`src/sv/rlpm_pkg.sv`:
```
// Shared types and constants for the longest-prefix-match route lookup.
// Depends on nothing; every other file of the block uses it by scoped names.
package rlpm_pkg;

    // Field widths of the channel payloads and the configuration register.
    localparam int DATA_W    = 32;
    localparam int SLOT_W    = 6;
    localparam int LEN_W     = 6;
    localparam int ENTRIES_W = 7;
    localparam int PADDR_W   = 3;
    localparam int PDATA_W   = 32;

    // Command codes carried by an input transaction.
    localparam logic CMD_WRITE  = 1'b0;
    localparam logic CMD_LOOKUP = 1'b1;

    // Register index taken from paddr[2].
    localparam logic REG_ENTRIES_IN_USE = 1'b0;

    // One route table entry as it sits in the table memory.
    typedef struct packed {
        logic [DATA_W-1:0] dest;
        logic [DATA_W-1:0] mask;
        logic [DATA_W-1:0] iface;
        logic [DATA_W-1:0] metric;
    } t_route;

    // Controller states.
    typedef enum logic [1:0] {
        ST_IDLE,
        ST_SCAN,
        ST_DRAIN
    } t_state;

    // Controls from the controller to the match unit.
    typedef struct packed {
        logic clear;
        logic ent_vld;
    } t_best_ctl;

    // Status and current winner from the match unit.
    typedef struct packed {
        logic              busy;
        logic              found;
        logic [LEN_W-1:0]  len;
        logic [DATA_W-1:0] iface;
    } t_best_stat;

endpackage

```
`src/sv/rlpm_best.sv`:
```
// Match unit: compares one table entry a cycle against the lookup address
// and keeps the best route so far. Depends on rlpm_pkg.
module rlpm_best (
    input  logic                          i_clk,
    input  logic                          i_rst_n,
    input  rlpm_pkg::t_best_ctl           i_ctl,
    input  rlpm_pkg::t_route              i_entry,
    input  logic [rlpm_pkg::DATA_W-1:0]   i_addr,
    output rlpm_pkg::t_best_stat          o_stat
);

    // Count of leading one bits from bit 31, found by a five-step halving search.
    function automatic logic [rlpm_pkg::LEN_W-1:0] f_lead_ones(
        input logic [rlpm_pkg::DATA_W-1:0] m
    );
        logic [rlpm_pkg::DATA_W-1:0] v;
        logic [rlpm_pkg::LEN_W-1:0]  n;
        v = m;
        n = '0;
        if (&v[31:16]) begin
            n = n + 6'd16;
            v = v << 16;
        end
        if (&v[31:24]) begin
            n = n + 6'd8;
            v = v << 8;
        end
        if (&v[31:28]) begin
            n = n + 6'd4;
            v = v << 4;
        end
        if (&v[31:30]) begin
            n = n + 6'd2;
            v = v << 2;
        end
        if (v[31]) begin
            n = n + 6'd1;
        end
        if (&m) begin
            n = 6'd32;
        end
        return n;
    endfunction

    logic                          r_a_vld;
    logic                          r_a_hit;
    logic [rlpm_pkg::LEN_W-1:0]    r_a_len;
    logic [rlpm_pkg::DATA_W-1:0]   r_a_iface;
    logic [rlpm_pkg::DATA_W-1:0]   r_a_metric;

    logic                          r_found;
    logic [rlpm_pkg::LEN_W-1:0]    r_len;
    logic [rlpm_pkg::DATA_W-1:0]   r_iface;
    logic [rlpm_pkg::DATA_W-1:0]   r_metric;

    logic                          w_take;

    // First stage: match test and prefix length of the entry just read.
    always_ff @(posedge i_clk) begin
        if (!i_rst_n) begin
            r_a_vld <= 1'b0;
        end else begin
            r_a_vld <= i_ctl.ent_vld;
        end
    end

    always_ff @(posedge i_clk) begin
        r_a_hit    <= (i_entry.dest == '0) ||
                      ((i_addr & i_entry.mask) == (i_entry.dest & i_entry.mask));
        r_a_len    <= f_lead_ones(i_entry.mask);
        r_a_iface  <= i_entry.iface;
        r_a_metric <= i_entry.metric;
    end

    // A matching entry wins when it is the first match, has a longer prefix,
    // or has the same prefix with a strictly lower metric.
    assign w_take = r_a_vld && r_a_hit &&
                    (!r_found || (r_a_len > r_len) ||
                     ((r_a_len == r_len) && (r_a_metric < r_metric)));

    // Second stage: winner registers, cleared when a lookup is accepted.
    always_ff @(posedge i_clk) begin
        if (!i_rst_n) begin
            r_found <= 1'b0;
        end else if (i_ctl.clear) begin
            r_found <= 1'b0;
        end else if (w_take) begin
            r_found <= 1'b1;
        end
    end

    always_ff @(posedge i_clk) begin
        if (i_ctl.clear) begin
            r_len    <= '0;
            r_iface  <= '0;
            r_metric <= '0;
        end else if (w_take) begin
            r_len    <= r_a_len;
            r_iface  <= r_a_iface;
            r_metric <= r_a_metric;
        end
    end

    assign o_stat = '{busy: r_a_vld, found: r_found, len: r_len, iface: r_iface};

endmodule
```
`config.mk`:
```
export PLATFORM = sky130hd
export DESIGN_NAME = rlpm_best
export DESIGN_NICKNAME = d
export VERILOG_FILES = /design/src/sv/rlpm_pkg.sv /design/src/sv/rlpm_best.sv
export SDC_FILE = /design/constraint.sdc
export NUM_CORES = 1
export LEC_CHECK = 0
export BUFFER_PORTS_ARGS = -buffer_cell sky130_fd_sc_hd__buf_4
export CAP_MARGIN = 15
export CORE_UTILIZATION = 50
export DETAILED_ROUTE_END_ITERATION = 8
export GPL_ROUTABILITY_DRIVEN = 0
export GPL_TIMING_DRIVEN = 0
export PLACE_DENSITY_LB_ADDON = 0.15
export SETUP_SLACK_MARGIN = 0.4
export SLEW_MARGIN = 10
export SYNTH_ARGS = -nofsm -noshare
export SYNTH_HDL_FRONTEND = slang
export SYNTH_SLANG_ARGS = --single-unit
```
`constraint.sdc`:
```
create_clock -name i_clk -period 5.3 [get_ports i_clk]
set_input_delay 1.06 -clock i_clk [delete_from_list [all_inputs] [get_ports i_clk]]
set_output_delay 1.06 -clock i_clk [all_outputs]
set_load 0.02 [all_outputs]
```
## Word level (Yosys, flattened, before mapping)

Cells that the tools add are included.
Widths: inputs -> output; s select.

- Bits in registers: 143
- Word-level logic and storage cells: 43

- Add/subtract/negate cells: 4
- Magnitude comparators: 2
- Equal/unequal tests: 2
- Muxes and demuxes: 9
- Bitwise logic cells: 3
- Reductions and logical operators: 14

Operators with widths:

| kind | number |
|---|---|
| $mux 32 | 4 |
| $and 32x32->32 | 2 |
| $eq 32x32->1 | 1 |
| $logic_not 32->1 | 1 |
| $lt 32x32->1 | 1 |
| $reduce_and 32->1 | 1 |
| $mux 6 | 4 |
| $reduce_and 16->1 | 1 |
| $reduce_and 8->1 | 1 |
| $add 6x1->6 const B | 1 |
| $add 6x2->6 const B | 1 |
| $add 6x3->6 const B | 1 |
| $add 6x4->6 const B | 1 |
| $eq 6x6->1 | 1 |
| $gt 6x6->1 | 1 |
| $mux 5 | 1 |
| $reduce_and 4->1 | 1 |
| $logic_and 1x1->1 | 3 |
| $logic_or 1x1->1 | 3 |
| $reduce_and 2->1 | 1 |
| $reduce_or 2->1 | 1 |
| $logic_not 1->1 | 1 |
| $not 1->1 | 1 |

## Longest topological paths before layout

Gate-level depths: netlist of run 1.

- Word-level depth: 10
- Depth in mapped cells: 11

## Least setup slack after synthesis of run 1

Ideal clock, no wire load.

- Path kind: in2reg
- Start point: in i_entry[90] in the netlist's numbering
- End point: reg r_a_len[0] in the netlist's numbering
- Data arrival time: 2.444 ns
- Setup slack: 2.738 ns
- Stages on the path: 7
- Cells stage by stage: nand4_1 > nor4_4 > a21oi_1 > and2_1 > a21oi_1 > a21oi_1 > o221a_1

- Cells in the longest elaborated chain, start to end: 10
- Elaborated cells on any way between the ends: 16
- Classes of those cells: add/sub: 3; mux: 8; reduce/logical: 5

Ends and longest elaborated chain:

| what | RTL line | text |
|---|---|---|
| from (decl) | rlpm_best.sv:7 | `input rlpm_pkg::t_route i_entry,` |
| $reduce_and 16->1 | rlpm_best.sv:20 | `if (&v[31:16]) begin` |
| $mux 32 | rlpm_best.sv:20 |  |
| $reduce_and 8->1 | rlpm_best.sv:24 | `if (&v[31:24]) begin` |
| $mux 6 or $mux 32 (tied branches) | rlpm_best.sv:24 |  |
| $add 6x3->6 or $reduce_and 4->1 (tied branches) | rlpm_best.sv:29, rlpm_best.sv:28 |  |
| $mux 6 or $mux 32 (tied branches) | rlpm_best.sv:28 | `if (&v[31:28]) begin` |
| $add 6x2->6 or $reduce_and 2->1 (tied branches) | rlpm_best.sv:33, rlpm_best.sv:32 |  |
| $mux 6 | rlpm_best.sv:32 | `if (&v[31:30]) begin` |
| $add 6x1->6 | rlpm_best.sv:37 | `n = n + 6'd1;` |
| $mux 6 | rlpm_best.sv:36 | `if (v[31]) begin` |
| to (signal assigned) | rlpm_best.sv:70 | `r_a_len <= f_lead_ones(i_entry.mask);` |
| to (decl) | rlpm_best.sv:47 | `logic [rlpm_pkg::LEN_W-1:0] r_a_len;` |

Parallel ways exist; a longest one is shown, timed or not.
A chain may end at the register's enable or synchronous reset.

## Worst setup path in the final report of run 1

- Start point: reg r_metric[29] in the netlist's numbering
- End point: reg r_len[3] in the netlist's numbering

- Cells in the longest elaborated chain, start to end: 4

Ends and longest elaborated chain:

| what | RTL line | text |
|---|---|---|
| from (decl) | rlpm_best.sv:54 | `logic [rlpm_pkg::DATA_W-1:0] r_metric;` |
| from (signal assigned) | rlpm_best.sv:100 | `r_metric <= r_a_metric;` |
| $lt 32x32->1 | rlpm_best.sv:79 | `((r_a_len == r_len) && (r_a_metric < r_metric)));` |
| $logic_and 1x1->1 | rlpm_best.sv:79 |  |
| $logic_or 1x1->1 | rlpm_best.sv:78 | `(!r_found \|\| (r_a_len > r_len) \|\|` |
| $logic_and 1x1->1 | rlpm_best.sv:77 | `assign w_take = r_a_vld && r_a_hit &&` |
| to (signal assigned) | rlpm_best.sv:98 | `r_len <= r_a_len;` |
| to (decl) | rlpm_best.sv:52 | `logic [rlpm_pkg::LEN_W-1:0] r_len;` |

Every way passes these cells.

==> results of run 1 <==
==> metal layers <==
| metal | global-route usage | wire length (um) | vias up |
|---|---|---|---|
| met2 | 0.449 | 7930 | 173 |
| met4 | 0.0909 | 244 | 0 |
| met1 | 0.269 | 6210 | 2483 |
| met3 | 0.0706 | 1040 | 29 |
| met5 | 0 | 0 | - |
| li1 | - | - | 2622 |
==> cells by family after synthesis <==
family          Yosys count  share of synthesized area
xor+xnor                 32                     0.0437
simple gates            217                      0.202
flops                   143                      0.446
buf+inv                  63                     0.0433
mux                      69                      0.108
fa+ha+maj                37                     0.0722
compound gates           78                     0.0850
==> flip-flops by register name (all words and copies together) (netlist names) <==
| register | cells |
|---|---|
| r_a_iface | 32 |
| r_a_metric | 32 |
| r_a_len | 6 |
| r_len | 6 |
| r_a_hit | 1 |
| r_a_vld | 1 |
| r_found | 1 |
| r_iface | 32 |
| r_metric | 32 |
==> worst min path at each step <==
stage / from / endpoint / slack (ps)
2_1_floorplan: r_a_iface[0] / r_iface[0] / 440
3_3_place_gp: r_a_iface[21] / r_iface[21] / 440
3_5_place_dp: r_a_iface[26] / r_iface[26] / 450
4_1_cts: r_a_iface[25] / r_iface[25] / 460
5_1_grt: r_a_iface[25] / r_iface[25] / 470
6_report: r_a_iface[29] / r_iface[29] / 450
==> synthesized netlist by cell type (12+ instances only) <==
| cell type | number | area share |
|---|---|---|
| sky130_fd_sc_hd__o21ai_0 | 13 | 0.010 |
| sky130_fd_sc_hd__clkbuf_1 | 15 | 0.0088 |
| sky130_fd_sc_hd__mux2i_1 | 69 | 0.11 |
| sky130_fd_sc_hd__dfxtp_1 | 143 | 0.45 |
| sky130_fd_sc_hd__a22oi_1 | 16 | 0.019 |
| sky130_fd_sc_hd__xor2_1 | 32 | 0.044 |
| sky130_fd_sc_hd__nor2_1 | 13 | 0.0076 |
| sky130_fd_sc_hd__nand4_1 | 12 | 0.012 |
| sky130_fd_sc_hd__nand2_1 | 22 | 0.013 |
| sky130_fd_sc_hd__a21oi_1 | 21 | 0.016 |
| sky130_fd_sc_hd__inv_1 | 39 | 0.023 |
| sky130_fd_sc_hd__nand2b_1 | 138 | 0.13 |
| sky130_fd_sc_hd__ha_1 | 37 | 0.072 |
==> power breakdown <==
| group | leakage [nW] | total (mW) | internal [mW] | switching (mW) |
|---|---|---|---|---|
| clock network | 0.264 | 1.10 | 0.611 | 0.486 |
| logic | 2.12 | 0.237 | 0.140 | 0.0968 |
| registers | 1.18 | 1.12 | 1.10 | 0.0128 |
==> per-stage QoR <==
stage	area, um2	worst slack [ps]	utilization	power, mW	instances
finish	8700	2550	0.692	2.45	1045
global route	8700	2300	0.692	2.54	1045
CTS	8700	2460	0.692	2.48	1045
detailed placement	8150	2340	0.648	1.37	1013
global placement	8150	2440	0.648	1.37	1013
floorplan	6410	2740	-	1.24	639
==> worst register-to-register path, cell delays in order, from the launching register on <==
cell and delay [ps]:
sky130_fd_sc_hd__dfxtp_1 330, sky130_fd_sc_hd__inv_1 50, sky130_fd_sc_hd__ha_1 280, sky130_fd_sc_hd__a21o_1 170, sky130_fd_sc_hd__a21oi_1 140, sky130_fd_sc_hd__nor2b_1 60
sky130_fd_sc_hd__a2111oi_0 620, sky130_fd_sc_hd__o311ai_2 210, sky130_fd_sc_hd__nor2_4 220, sky130_fd_sc_hd__buf_6 210, sky130_fd_sc_hd__buf_6 190, sky130_fd_sc_hd__mux2i_1 200
==> layout make-up <==
type,count,area (um2)
plain buffers,24,131
clock buffers,17,425
clock inverters,15,126
fillers,977,3870
inverters,39,146
multi-input cells,433,3270
flip-flops and latches,143,2860
well taps,172,215
repair buffers,202,1520
==> report_table.html, run 1 <==
<table>
<tr><th>Metric</th><th>Value</th></tr>
<tr><th colspan="2">Floorplanning</th></tr>
<tr><td>Core outline area</td><td>~13,000 um2</td></tr>
<tr><td>FP Rows</td><td>41</td></tr>
<tr><td>Die outline width</td><td>115 um</td></tr>
<tr><td>Die height</td><td>115 um</td></tr>
<tr><td>IO Pins</td><td>204</td></tr>
<tr><td>Initial core utilization</td><td>0.510</td></tr>
<tr><td>Area of the die</td><td>13,300 um2</td></tr>
<tr><th colspan="2">Timing</th></tr>
<tr><td>RSZ-0062 raised after global routing</td><td>no</td></tr>
<tr><td>Final Slew Violations</td><td>0</td></tr>
<tr><td>Minimum clock period</td><td>2750 ps</td></tr>
<tr><td>Slew at the pin with the worst max-slew slack</td><td>666 ps</td></tr>
<tr><td>Number of hold-slack violations in the final timing report</td><td>0</td></tr>
<tr><td>Number of endpoints failing setup at the final stage</td><td>0</td></tr>
<tr><td>FMAX</td><td>363 MHz</td></tr>
<tr><td>Final Cycle Share</td><td>0.520</td></tr>
<tr><td>Worst clock skew</td><td>9.68 ps</td></tr>
<tr><td>Worst hold slack after final layout</td><td>452 ps</td></tr>
<tr><td>Headroom to the max-slew limit</td><td>0.544</td></tr>
<tr><td>Total Negative Setup Slacks</td><td>0 ps</td></tr>
<tr><th colspan="2">Worst setup path</th></tr>
<tr><td>Kind of start point of the critical path</td><td>flip-flop</td></tr>
<tr><td>Timing endpoint of the critical path</td><td>r_len[3]</td></tr>
<tr><td>Library cell contributing the largest single delay on the critical path</td><td>sky130_fd_sc_hd__a2111oi_0</td></tr>
<tr><td>Bufs and invs on worst path</td><td>3</td></tr>
<tr><td>Crit path launch</td><td>r_metric[29]</td></tr>
<tr><td>Total number of cells along the worst setup path</td><td>11</td></tr>
<tr><td>Dominant delay contributor by cell family on the critical path</td><td>compound AO/OA/AOI/OAI gates</td></tr>
<tr><td>Most common cell on crit path</td><td>sky130_fd_sc_hd__buf_6</td></tr>
<tr><td>Slowest cell delay on critical path</td><td>between 600 and 700 ps</td></tr>
<tr><td>Critical register-to-register path endpoint</td><td>r_len[3]</td></tr>
<tr><td>Setup crit end kind</td><td>flip-flop</td></tr>
<tr><td>Ordered cell list for the critical path</td><td>inv_1 &gt; ha_1 &gt; a21o_1 &gt; a21oi_1 &gt; nor2b_1 &gt; a2111oi_0 &gt; o311ai_2 &gt; nor2_4 &gt; buf_6 &gt; buf_6 &gt; mux2i_1</td></tr>
<tr><td>Register-to-Register Path Depth</td><td>11</td></tr>
<tr><td>Maximum fanout encountered on the critical timing path</td><td>10</td></tr>
<tr><td>Startpoint-to-endpoint class of the critical path</td><td>reg2reg</td></tr>
<tr><td>Arrival time of the worst setup path</td><td>3100 ps</td></tr>
<tr><td>Worst-case register-to-register setup slack</td><td>2550 ps</td></tr>
<tr><td>CP Data Required Time</td><td>5650 ps</td></tr>
<tr><td>Crit Reg-Reg Startpoint</td><td>r_metric[29]</td></tr>
<tr><th colspan="2">CTS</th></tr>
<tr><td>Clock-pin slew reported for the worst setup and hold paths after clock tree synthesis</td><td>60 ps</td></tr>
<tr><td>Number of buffers inserted by post-CTS setup repair</td><td>0</td></tr>
<tr><td>Count of cells resized by post-cts repair</td><td>0</td></tr>
<tr><td>Sinks on the clock net</td><td>143</td></tr>
<tr><td>Worst-skew pair later-pin latency</td><td>between 400 and 500 ps</td></tr>
<tr><td>Maximum buffer depth of the clock tree</td><td>2</td></tr>
<tr><td>Root buffer cell</td><td>sky130_fd_sc_hd__clkbuf_16</td></tr>
<tr><td>Hold_buf cts</td><td>0</td></tr>
<tr><td>Clock buffer count from CTS</td><td>17</td></tr>
<tr><td>Clock tree from TritonCTS</td><td>done</td></tr>
<tr><td>H-tree depth reported by CTS</td><td>4</td></tr>
<tr><th colspan="2">Pwr</th></tr>
<tr><td>Leakage power figure</td><td>3.56 nW</td></tr>
<tr><td>Worst ir drop on vdd</td><td>248 uV</td></tr>
<tr><td>Power per cell area</td><td>282 nW/um2</td></tr>
<tr><th colspan="2">Routing</th></tr>
<tr><td>Per-cell routed wire length</td><td>~15 um</td></tr>
<tr><td>1st-iter DRT viols</td><td>around 260</td></tr>
<tr><td>Drc violations</td><td>0</td></tr>
<tr><td>Via count</td><td>5,307</td></tr>
<tr><td>WL final</td><td>15,400 um</td></tr>
<tr><td>Post-DRT Antenna Nets</td><td>0</td></tr>
<tr><td>Vias per cell</td><td>between 5 and 6</td></tr>
<tr><td>Drt first pass iters</td><td>4</td></tr>
<tr><th colspan="2">Logic synthesis</th></tr>
<tr><td>Post-Synthesis Net Count</td><td>between 800 and 900</td></tr>
<tr><td>Fraction of synthesis flops using an asynchronous set or reset pin</td><td>0</td></tr>
<tr><td>Syn avg cell area</td><td>10.0 um2</td></tr>
<tr><td>Synth warnings</td><td>0</td></tr>
<tr><td>Count of state elements after synthesis</td><td>143</td></tr>
<tr><td>Sequential element share of the synthesized area</td><td>0.446</td></tr>
<tr><td>Cell variety after synth</td><td>44</td></tr>
<tr><td>Number of enable-type register cells in the synthesized netlist</td><td>0</td></tr>
<tr><td>Primary FF master, synth</td><td>sky130_fd_sc_hd__dfxtp_1</td></tr>
<tr><td>Cells after synthesis</td><td>around 640</td></tr>
<tr><td>Area of the mapped netlist</td><td>6410 um2</td></tr>
<tr><th colspan="2">GRT</th></tr>
<tr><td>Maximum number of pins on one net before global-route repair</td><td>17</td></tr>
<tr><td>Overall routing resource usage</td><td>0.246</td></tr>
<tr><td>Global-route wire length before repair</td><td>approximately 25,000 um</td></tr>
<tr><td>Initial antenna violation count</td><td>0</td></tr>
<tr><td>Overflow after GRT</td><td>0</td></tr>
<tr><td>Number of global-route vias before repair</td><td>5,633</td></tr>
<tr><th colspan="2">Placed design</th></tr>
<tr><td>Buffers on Ports</td><td>202</td></tr>
<tr><td>Detailed-placement wirelength estimate</td><td>12,000 um</td></tr>
<tr><th colspan="2">Hold path</th></tr>
<tr><td>Worst Hold Class</td><td>reg2reg</td></tr>
<tr><td>Number of cells on the worst hold path</td><td>2</td></tr>
<tr><th colspan="2">Job</th></tr>
<tr><td>Number of violations of the max-capacitance limit</td><td>0</td></tr>
<tr><th colspan="2">Finish</th></tr>
<tr><td>Share of cells above drive strength 1</td><td>0.285</td></tr>
<tr><td>Area growth syn-to-layout</td><td>35.6%</td></tr>
<tr><td>Most frequent cells in the layout</td><td>sky130_fd_sc_hd__buf_4 (209), sky130_fd_sc_hd__dfxtp_1 (143), sky130_fd_sc_hd__nand2b_1 (138)</td></tr>
<tr><td>Antenna Diode Count</td><td>0</td></tr>
<tr><td># nets final</td><td>around 1,100</td></tr>
<tr><td>Leading cell type in the layout, fill and taps excluded</td><td>sky130_fd_sc_hd__buf_4</td></tr>
<tr><th colspan="2">Outcome</th></tr>
<tr><td>Result of the run</td><td>complete, no violations</td></tr>
</table>
Note: power is estimated with default switching activity, not from simulation.
==> run 2: changes to the inputs <==
--- a/config.mk
+++ b/config.mk
@@ -5,9 +5,10 @@
 export SDC_FILE = /design/constraint.sdc
 export NUM_CORES = 1
 export LEC_CHECK = 0
+export ABC_AREA = 1
 export BUFFER_PORTS_ARGS = -buffer_cell sky130_fd_sc_hd__buf_4
 export CAP_MARGIN = 15
-export CORE_UTILIZATION = 50
+export CORE_UTILIZATION = 45
 export DETAILED_ROUTE_END_ITERATION = 8
 export GPL_ROUTABILITY_DRIVEN = 0
 export GPL_TIMING_DRIVEN = 0
==> constraint.sdc (replaced) <==
create_clock -name i_clk -period 2.3 [get_ports i_clk]
set_input_delay 0.46 -clock i_clk [delete_from_list [all_inputs] [get_ports i_clk]]
set_output_delay 0.46 -clock i_clk [all_outputs]
set_load 0.02 [all_outputs]
==> run 2 against run 1 <==
  * Sequential power grew 130%
  * Sequential share of layout area shrank 2.4 points
  * Synthesized area shrank 5.7%
  * Cell count grew 13%
==> report_table.html, run 2 <==
<table>
<tr><th>Metric</th><th>Value</th></tr>
<tr><th colspan="2">CTS</th></tr>
<tr><td>Root buffer cell</td><td>sky130_fd_sc_hd__clkbuf_16</td></tr>
<tr><td>Clock tree from TritonCTS</td><td>done</td></tr>
<tr><td>Clock-pin slew reported for the worst setup and hold paths after clock tree synthesis</td><td>60 ps (about the same)</td></tr>
<tr><td>Hold_buf cts</td><td>0 (unchanged)</td></tr>
<tr><td>Sinks on the clock net</td><td>143 (unchanged)</td></tr>
<tr><td>Worst-skew pair later-pin latency</td><td>420 ps (about the same)</td></tr>
<tr><td>Clock buffer count from CTS</td><td>17 (unchanged)</td></tr>
<tr><td>H-tree depth reported by CTS</td><td>4 (unchanged)</td></tr>
<tr><td>Maximum buffer depth of the clock tree</td><td>2 (unchanged)</td></tr>
<tr><th colspan="2">Routing</th></tr>
<tr><td>WL final</td><td>16,900 um (+9.6%)</td></tr>
<tr><td>Post-DRT Antenna Nets</td><td>0 (unchanged)</td></tr>
<tr><td>Drc violations</td><td>0 (unchanged)</td></tr>
<tr><td>Vias per cell</td><td>5.04 (-0.73%)</td></tr>
<tr><td>Top Layer Used</td><td>met4</td></tr>
<tr><td>Met2 wire length</td><td>8620 um (+8.8%)</td></tr>
<tr><td>Met1 layer wirelength in the final routing</td><td>7230 um (+16%)</td></tr>
<tr><td>1st-iter DRT viols</td><td>324 (+26%)</td></tr>
<tr><td>Via count</td><td>5,964 (+12%)</td></tr>
<tr><td>Per-cell routed wire length</td><td>14.3 um (-3.2%)</td></tr>
<tr><td>Drt first pass iters</td><td>5 (+1)</td></tr>
<tr><td>Wire length on met3</td><td>722 um (-31%)</td></tr>
<tr><th colspan="2">Timing</th></tr>
<tr><td>Final Cycle Share</td><td>0.940 (+0.420)</td></tr>
<tr><td>Slew at the pin with the worst max-slew slack</td><td>704 ps (+37.7 ps)</td></tr>
<tr><td>Worst clock skew</td><td>13.2 ps (+3.47 ps)</td></tr>
<tr><td>Headroom to the max-slew limit</td><td>0.531 (-0.0136)</td></tr>
<tr><td>Final Slew Violations</td><td>0 (unchanged)</td></tr>
<tr><td>Minimum clock period</td><td>2160 ps (-593 ps)</td></tr>
<tr><td>FMAX</td><td>463 MHz (+27%)</td></tr>
<tr><td>RSZ-0062 raised after global routing</td><td>yes</td></tr>
<tr><td>Final setup slack of the worst path</td><td>139 ps (-2410 ps)</td></tr>
<tr><td>Number of endpoints failing setup at the final stage</td><td>0 (unchanged)</td></tr>
<tr><td>Number of hold-slack violations in the final timing report</td><td>0 (unchanged)</td></tr>
<tr><td>Worst hold slack after final layout</td><td>138 ps (-314 ps)</td></tr>
<tr><th colspan="2">Logic synthesis</th></tr>
<tr><td>Synth warnings</td><td>0 (unchanged)</td></tr>
<tr><td>Fraction of synthesis flops using an asynchronous set or reset pin</td><td>0 (unchanged)</td></tr>
<tr><td>Leading post-synthesis cells by cell area</td><td>sky130_fd_sc_hd__dfxtp_1 (47%), sky130_fd_sc_hd__a21oi_1 (9.4%), sky130_fd_sc_hd__nand2_1 (8.2%)</td></tr>
<tr><td>Cells after synthesis</td><td>749 (+17%)</td></tr>
<tr><td>Sequential element share of the synthesized area</td><td>0.473 (+0.0268)</td></tr>
<tr><td>Primary FF master, synth</td><td>sky130_fd_sc_hd__dfxtp_1</td></tr>
<tr><td>Number of enable-type register cells in the synthesized netlist</td><td>0 (unchanged)</td></tr>
<tr><td>Area share of the largest cell type after synthesis</td><td>0.473 (+0.0268)</td></tr>
<tr><td>Cell variety after synth</td><td>36 (-18%)</td></tr>
<tr><td>Most common cell in the netlist</td><td>sky130_fd_sc_hd__dfxtp_1</td></tr>
<tr><td>Post-Synthesis Net Count</td><td>950 (+13%)</td></tr>
<tr><td>Post-synth top cells</td><td>sky130_fd_sc_hd__dfxtp_1 (143), sky130_fd_sc_hd__nand2_1 (132), sky130_fd_sc_hd__a21oi_1 (114), sky130_fd_sc_hd__inv_1 (78), sky130_fd_sc_hd__nand3_1 (78)</td></tr>
<tr><td>Cell type contributing the most total cell area after synthesis</td><td>sky130_fd_sc_hd__dfxtp_1</td></tr>
<tr><td>Area of the mapped netlist</td><td>6050 um2 (-5.7%)</td></tr>
<tr><td>Syn avg cell area</td><td>8.08 um2 (-20%)</td></tr>
<tr><td>Count of state elements after synthesis</td><td>143 (unchanged)</td></tr>
<tr><th colspan="2">Pwr</th></tr>
<tr><td>Leakage power figure</td><td>3.95 nW (+11%)</td></tr>
<tr><td>Total power draw</td><td>5.91 mW (+140%)</td></tr>
<tr><td>Power per cell area</td><td>621 nW/um2 (+120%)</td></tr>
<tr><td>Worst ir drop on vdd</td><td>555 uV (+120%)</td></tr>
<tr><th colspan="2">Worst setup path</th></tr>
<tr><td>Timing endpoint of the critical path</td><td>r_metric[18]</td></tr>
<tr><td>Worst-case register-to-register setup slack</td><td>140 ps (-2410 ps)</td></tr>
<tr><td>Arrival time of the worst setup path</td><td>2440 ps (-660 ps)</td></tr>
<tr><td>Kind of start point of the critical path</td><td>flip-flop</td></tr>
<tr><td>Maximum fanout encountered on the critical timing path</td><td>5 (-5)</td></tr>
<tr><td>Register-to-Register Path Depth</td><td>14 (+3)</td></tr>
<tr><td>Crit path launch</td><td>r_metric[21]</td></tr>
<tr><td>Critical register-to-register path endpoint</td><td>r_metric[18]</td></tr>
<tr><td>CP Data Required Time</td><td>2580 ps (-3070 ps)</td></tr>
<tr><td>Startpoint-to-endpoint class of the critical path</td><td>reg2reg</td></tr>
<tr><td>Setup crit end kind</td><td>flip-flop</td></tr>
<tr><td>Crit Reg-Reg Startpoint</td><td>r_metric[21]</td></tr>
<tr><th colspan="2">Placed design</th></tr>
<tr><td>Buffers on Ports</td><td>202 (unchanged)</td></tr>
<tr><td>Detailed-placement wirelength estimate</td><td>11,400 um (-4.9%)</td></tr>
<tr><td>Setup Slack @ Placement</td><td>-92.5 ps (-2430 ps)</td></tr>
<tr><th colspan="2">Floorplanning</th></tr>
<tr><td>Die height</td><td>118 um (+2.3%)</td></tr>
<tr><td>Area of the die</td><td>13,900 um2 (+4.7%)</td></tr>
<tr><td>Initial core utilization</td><td>0.459 (-0.0516)</td></tr>
<tr><td>IO Pins</td><td>204 (unchanged)</td></tr>
<tr><td>Die outline width</td><td>118 um (+2.3%)</td></tr>
<tr><td>Core outline area</td><td>13,200 um2 (+4.9%)</td></tr>
<tr><td>FP Rows</td><td>42 (+2.4%)</td></tr>
<tr><th colspan="2">GRT</th></tr>
<tr><td>Overall routing resource usage</td><td>0.242 (-0.00404)</td></tr>
<tr><td>Number of global-route vias before repair</td><td>5,773 (+2.5%)</td></tr>
<tr><td>Initial antenna violation count</td><td>0 (unchanged)</td></tr>
<tr><td>Global-route wire length before repair</td><td>26,800 um (+5.5%)</td></tr>
<tr><td>Maximum number of pins on one net before global-route repair</td><td>17 (unchanged)</td></tr>
<tr><td>Overflow after GRT</td><td>0 (unchanged)</td></tr>
<tr><th colspan="2">Finish</th></tr>
<tr><td>Share of cells above drive strength 1</td><td>0.439 (+0.154)</td></tr>
<tr><td>Antenna Diode Count</td><td>0 (unchanged)</td></tr>
<tr><td>Most frequent cells in the layout</td><td>sky130_fd_sc_hd__buf_4 (219), sky130_fd_sc_hd__dfxtp_1 (119), sky130_fd_sc_hd__nand2_1 (92)</td></tr>
<tr><td># nets final</td><td>1,195 (+13%)</td></tr>
<tr><td>Leading cell type in the layout, fill and taps excluded</td><td>sky130_fd_sc_hd__buf_4</td></tr>
<tr><td>Area growth syn-to-layout</td><td>57.0%</td></tr>
<tr><th colspan="2">Hold path</th></tr>
<tr><td>Worst Hold Class</td><td>in2reg</td></tr>
<tr><td>Min-Delay Startpoint</td><td>i_entry[29]</td></tr>
<tr><th colspan="2">Outcome</th></tr>
<tr><td>Result of the run</td><td>complete, no violations</td></tr>
<tr><th colspan="2">Job</th></tr>
<tr><td>Number of violations of the max-capacitance limit</td><td>0 (unchanged)</td></tr>
</table>
-- run 2: per-layer routing --
| layer | up-vias | GRT usage |
|---|---|---|
| met5 | - | 0 |
| met4 | 0 | 0.0873 |
| met3 | 27 | 0.0509 |
| met2 | 153 | 0.424 |
| met1 | 2764 | 0.289 |
| li1 | 3020 | - |
-- run 2: metrics by stage --
step | utilization | instances | setup TNS, ps | area, um2
4_1_cts | 0.688 | 1177 | 0 | 9070
6_report | 0.721 | 1183 | 0 | 9500
5_1_grt | 0.721 | 1183 | 0 | 9500
3_3_place_gp | 0.591 | 1127 | -3070 | 7790
2_1_floorplan | - | 749 | 0 | 6060
3_5_place_dp | 0.591 | 1127 | -4150 | 7790
-- run 2: cell type report --
cell class                 count  area, um2
clock inverter                 9        133
sequential                   143       2900
inverter                      80        300
timing repair buffer         224       1790
tap                          176        220
fill                        1060       3690
multi-input combinational    497       3440
buffer                        31        248
clock buffer                  23        478
-- run 2: critical path, cell delays in order (launching register included) --
cell                       delay, ps
sky130_fd_sc_hd__dfxtp_2         340
sky130_fd_sc_hd__inv_2            50
sky130_fd_sc_hd__ha_4            230
sky130_fd_sc_hd__a21oi_4         150
sky130_fd_sc_hd__nor2_2           50
sky130_fd_sc_hd__a211oi_2        180
sky130_fd_sc_hd__a21oi_2          90
sky130_fd_sc_hd__nor3_2          180
sky130_fd_sc_hd__nand2_4         110
sky130_fd_sc_hd__nand2_8         130
sky130_fd_sc_hd__nand2_8          90
sky130_fd_sc_hd__buf_12          150
sky130_fd_sc_hd__buf_16          130
sky130_fd_sc_hd__nand2_1          70
sky130_fd_sc_hd__a21oi_1          60
-- run 2: worst min path at each step --
| stage | cells past startpoint | endpoint | slack (ps) |
|---|---|---|---|
| after floorplan | 2 | r_metric[10] | 440 |
| after global placement | 2 | r_metric[12] | 450 |
| after detailed placement | 2 | r_metric[20] | 450 |
| after CTS | 1 | r_a_iface[18] | 130 |
| after global routing | 1 | r_a_iface[2] | 130 |
| final | 1 | r_a_metric[29] | 140 |
-- run 2: what timing repair did --
action | CTS | global route
cloned | 6 | 2
resized for setup | 116 | 102
pin swaps | 15 | 17
buffers inserted | 12 | 4
setup endpoints to repair | 70 | 71
-- run 2: power breakdown --
group / internal (mW) / leakage, nW / switching [mW]
Combinational: 0.288 / 2.47 / 0.226
Clock: 1.79 / 0.293 / 1.02
Sequential: 2.54 / 1.19 / 0.0383
Total: 4.62 / 3.95 / 1.28
-- run 2: logic make-up (layout without fill, tap and decap cells) --
| family | after synthesis | after routing | share of synthesized area |
|---|---|---|---|
| AOI/OAI and AO/OA | 167 | 167 | 0.146 |
| DFF | 143 | 143 | 0.473 |
| buffers and inverters | 111 | 367 | 0.0730 |
| xor gates and xnor gates | 1 | 1 | 0.00145 |
| adders and majority gates | 37 | 37 | 0.0765 |
| and+or+nand+nor | 290 | 292 | 0.230 |
==> run 3: changes to the inputs <==
==> constraint.sdc (replaced) <==
create_clock -name i_clk -period 2.3 [get_ports i_clk]
set_input_delay 0.46 -clock i_clk [delete_from_list [all_inputs] [get_ports i_clk]]
set_output_delay 0.46 -clock i_clk [all_outputs]
set_load 0.1 [all_outputs]
==> run 3 against run 2 <==
  * The run now ends with negative setup slack left
  * Setup slack worse by 210 ps
  * Core utilization is 3.6 points higher
  * Critical path type unchanged
  * Critical path depth is 1 lower
  * Critical endpoint is now r_iface[21]
  * Power is 3.9% higher
  * Count of clock-buffer cells in the layout is 3 lower
  * Combinational power is 2% higher
==> report_table.html, run 3 (synthesis results as in run 2) <==
<table>
<tr><th>Metric</th><th>Value</th></tr>
<tr><th colspan="2">Worst setup path</th></tr>
<tr><td>Kind of start point of the critical path</td><td>flip-flop</td></tr>
<tr><td>Maximum fanout encountered on the critical timing path</td><td>7 (+2)</td></tr>
<tr><td>Setup crit end kind</td><td>flip-flop</td></tr>
<tr><td>Arrival time of the worst setup path</td><td>2650 ps (+210 ps)</td></tr>
<tr><td>CP Data Required Time</td><td>2580 ps (about the same)</td></tr>
<tr><td>Startpoint-to-endpoint class of the critical path</td><td>reg2reg</td></tr>
<tr><th colspan="2">Timing</th></tr>
<tr><td>Headroom to the max-slew limit</td><td>0.462 (-0.0691)</td></tr>
<tr><td>Number of hold-slack violations in the final timing report</td><td>0 (unchanged)</td></tr>
<tr><td>Slew at the pin with the worst max-slew slack</td><td>808 ps (+104 ps)</td></tr>
<tr><td>Final Slew Violations</td><td>0 (unchanged)</td></tr>
<tr><td>Worst clock skew</td><td>17.4 ps (+4.27 ps)</td></tr>
<tr><td>Minimum clock period</td><td>2370 ps (+211 ps)</td></tr>
<tr><td>Final Cycle Share</td><td>1.03 (+0.0917)</td></tr>
<tr><td>FMAX</td><td>422 MHz (-8.9%)</td></tr>
<tr><td>Final setup slack of the worst path</td><td>-71.8 ps (-211 ps)</td></tr>
<tr><td>Number of endpoints failing setup at the final stage</td><td>58 (+58)</td></tr>
<tr><td>RSZ-0062 raised after global routing</td><td>yes</td></tr>
<tr><th colspan="2">Floorplanning</th></tr>
<tr><td>Area of the die</td><td>13,900 um2 (unchanged)</td></tr>
<tr><td>FP Rows</td><td>42 (unchanged)</td></tr>
<tr><td>Die outline width</td><td>118 um (unchanged)</td></tr>
<tr><td>Core outline area</td><td>13,200 um2 (unchanged)</td></tr>
<tr><td>Initial core utilization</td><td>0.459 (unchanged)</td></tr>
<tr><td>Die height</td><td>118 um (unchanged)</td></tr>
<tr><td>IO Pins</td><td>204 (unchanged)</td></tr>
<tr><th colspan="2">CTS</th></tr>
<tr><td>Worst-skew pair later-pin latency</td><td>430 ps (about the same)</td></tr>
<tr><td>Root buffer cell</td><td>sky130_fd_sc_hd__clkbuf_16</td></tr>
<tr><td>H-tree depth reported by CTS</td><td>4 (unchanged)</td></tr>
<tr><td>Maximum buffer depth of the clock tree</td><td>2 (unchanged)</td></tr>
<tr><td>Clock-pin slew reported for the worst setup and hold paths after clock tree synthesis</td><td>60 ps (about the same)</td></tr>
<tr><td>Sinks on the clock net</td><td>143 (unchanged)</td></tr>
<tr><td>Clock buffer count from CTS</td><td>17 (unchanged)</td></tr>
<tr><td>Clock tree from TritonCTS</td><td>done</td></tr>
<tr><th colspan="2">Pwr</th></tr>
<tr><td>Clock power share</td><td>0.494 (+0.018)</td></tr>
<tr><td>Power per cell area</td><td>615 nW/um2 (-1.1%)</td></tr>
<tr><td>Total net switching power</td><td>1.37 mW (+7.0%)</td></tr>
<tr><td>Relative contribution of combinational cells to total power</td><td>0.086 (about the same)</td></tr>
<tr><td>Total power draw</td><td>6.14 mW (+3.9%)</td></tr>
<tr><td>Worst ir drop on vdd</td><td>573 uV (+3.1%)</td></tr>
<tr><td>Leakage power figure</td><td>4.04 nW (+2.4%)</td></tr>
<tr><td>Part of the total power dissipated in sequential elements</td><td>0.420 (-0.017)</td></tr>
<tr><td>Switching Share</td><td>0.224 (+0.00645)</td></tr>
<tr><td>Internal Power</td><td>4.76 mW (+3.1%)</td></tr>
<tr><th colspan="2">Hold path</th></tr>
<tr><td>Worst Hold Class</td><td>in2reg</td></tr>
<tr><th colspan="2">Routing</th></tr>
<tr><td>Per-cell routed wire length</td><td>16.3 um (+14%)</td></tr>
<tr><td>WL final</td><td>19,300 um (+14%)</td></tr>
<tr><td>Drt first pass iters</td><td>5 (unchanged)</td></tr>
<tr><td>1st-iter DRT viols</td><td>403 (+24%)</td></tr>
<tr><td>Via count</td><td>6,156 (+3.2%)</td></tr>
<tr><td>Drc violations</td><td>0 (unchanged)</td></tr>
<tr><td>Vias per cell</td><td>5.19 (+3.0%)</td></tr>
<tr><td>Post-DRT Antenna Nets</td><td>0 (unchanged)</td></tr>
<tr><th colspan="2">Finish</th></tr>
<tr><td>Antenna Diode Count</td><td>0 (unchanged)</td></tr>
<tr><td>Share of cells above drive strength 1</td><td>0.501 (+0.0626)</td></tr>
<tr><td># nets final</td><td>1,197 (+0.17%)</td></tr>
<tr><td>Non-filler instance count after layout</td><td>1,185 (+0.17%)</td></tr>
<tr><td>Filler cells</td><td>915 (-14%)</td></tr>
<tr><td>Final Instance Area</td><td>9980 um2 (+5.1%)</td></tr>
<tr><td>Area growth syn-to-layout</td><td>65.0%</td></tr>
<tr><td>Most frequent cells in the layout</td><td>sky130_fd_sc_hd__buf_4 (213), sky130_fd_sc_hd__dfxtp_1 (126), sky130_fd_sc_hd__nand2_1 (80)</td></tr>
<tr><td>End-of-flow core utilization</td><td>0.757 (+0.0364)</td></tr>
<tr><td>Leading cell type in the layout, fill and taps excluded</td><td>sky130_fd_sc_hd__buf_4</td></tr>
<tr><th colspan="2">Outcome</th></tr>
<tr><td>Violations in the final reports</td><td>negative setup slack</td></tr>
<tr><td>Result of the run</td><td>finished, violations left</td></tr>
<tr><th colspan="2">Placed design</th></tr>
<tr><td>Detailed-placement wirelength estimate</td><td>11,400 um (-0.15%)</td></tr>
<tr><td>Area after detailed placement</td><td>7910 um2 (+1.5%)</td></tr>
<tr><td>Count of placed standard cells including taps</td><td>1,127 (unchanged)</td></tr>
<tr><td>Buffers on Ports</td><td>202 (unchanged)</td></tr>
<tr><th colspan="2">Job</th></tr>
<tr><td>Number of violations of the max-capacitance limit</td><td>0 (unchanged)</td></tr>
<tr><th colspan="2">GRT</th></tr>
<tr><td>Number of global-route vias before repair</td><td>5,848 (+1.3%)</td></tr>
<tr><td>Overflow after GRT</td><td>0 (unchanged)</td></tr>
<tr><td>Maximum number of pins on one net before global-route repair</td><td>17 (unchanged)</td></tr>
<tr><td>Global-route wire length before repair</td><td>27,000 um (+0.85%)</td></tr>
<tr><td>Initial antenna violation count</td><td>0 (unchanged)</td></tr>
<tr><td>Overall routing resource usage</td><td>0.243 (+0.00141)</td></tr>
</table>
## run 3: cell types whose count changed in the layout (fill, tap and decap cells not counted), sizes merged, moves of 2 or more
cell / before / now
clkbuf: 39 / 44
buf: 238 / 234
clkinvlp: 2 / 4
clkinv: 4 / 2
inv: 80 / 82
## run 3: cell type report
class / instances / area (um2) / share of cell area
Buffer: 31 / 272 / 0.0272
Clock buffer: 20 / 478 / 0.0479
Clock inverter: 12 / 179 / 0.0179
Inverter: 80 / 300 / 0.0301
Multi-Input combinational cell: 496 / 3700 / 0.371
Sequential cell: 143 / 2900 / 0.290
Tap cell: 176 / 220 / 0.0221
Timing Repair Buffer: 227 / 1940 / 0.194
## run 3: power by group through the flow
stage | registers [mW] | logic [mW] | clock network (mW)
6_report | 2.58 | 0.525 | 3.03
4_1_cts | 2.57 | 0.488 | 3.04
3_5_place_dp | 2.62 | 0.470 | 0
5_1_grt | 2.58 | 0.577 | 3.17
3_3_place_gp | 2.62 | 0.465 | 0
2_1_floorplan | 2.61 | 0.186 | 0
## run 3: final timing paths
path / start / endpoint / slack, ps / depth (start not counted)
max: r_metric[31] / r_iface[21] / -70 / 13
max reg2reg: r_metric[31] / r_iface[21] / -70 / 13
min reg2reg: r_a_iface[1] / r_iface[1] / 450 / 2
min: i_entry[35] / r_a_iface[3] / 130 / 1
## run 3: per-layer routing
layer | global-route usage | part of all wire
met5 | 0 | 0
met4 | 0.102 | 0.029
met3 | 0.0683 | 0.054
met2 | 0.420 | 0.51
met1 | 0.280 | 0.40
## run 3: through the flow
stage / setup TNS [ps] / setup WS (ps) / hold slack (ps)
after floorplan: 0 / 370 / 439
after global placement: 0 / 108 / 447
after detailed placement: 0 / 97.4 / 450
after CTS: 0 / 177 / 126
after global routing: -8690 / -189 / 116
final: -1540 / -71.8 / 131
## run 3: what timing repair did
| item | in CTS | in global routing |
|---|---|---|
| resized for setup | 69 | 180 |
| setup endpoints to repair | 70 | 70 |
| pin swaps | 37 | 56 |
| gates cloned | 5 | 9 |
| setup buffers | 6 | 6 |
| hold buffers | 0 | 0 |
## run 3: worst max-delay path, cell delays in order, from the launching register on
cell and delay [ps]:
sky130_fd_sc_hd__dfxtp_2 330, sky130_fd_sc_hd__inv_2 50, sky130_fd_sc_hd__ha_4 270, sky130_fd_sc_hd__nand4_1 120, sky130_fd_sc_hd__inv_1 90, sky130_fd_sc_hd__nand4_1 140
sky130_fd_sc_hd__nor4_2 380, sky130_fd_sc_hd__nand2_2 130, sky130_fd_sc_hd__nand2_4 100, sky130_fd_sc_hd__nand2_8 100, sky130_fd_sc_hd__buf_8 180, sky130_fd_sc_hd__clkbuf_16 150
sky130_fd_sc_hd__nand3_1 100, sky130_fd_sc_hd__a21oi_2 70
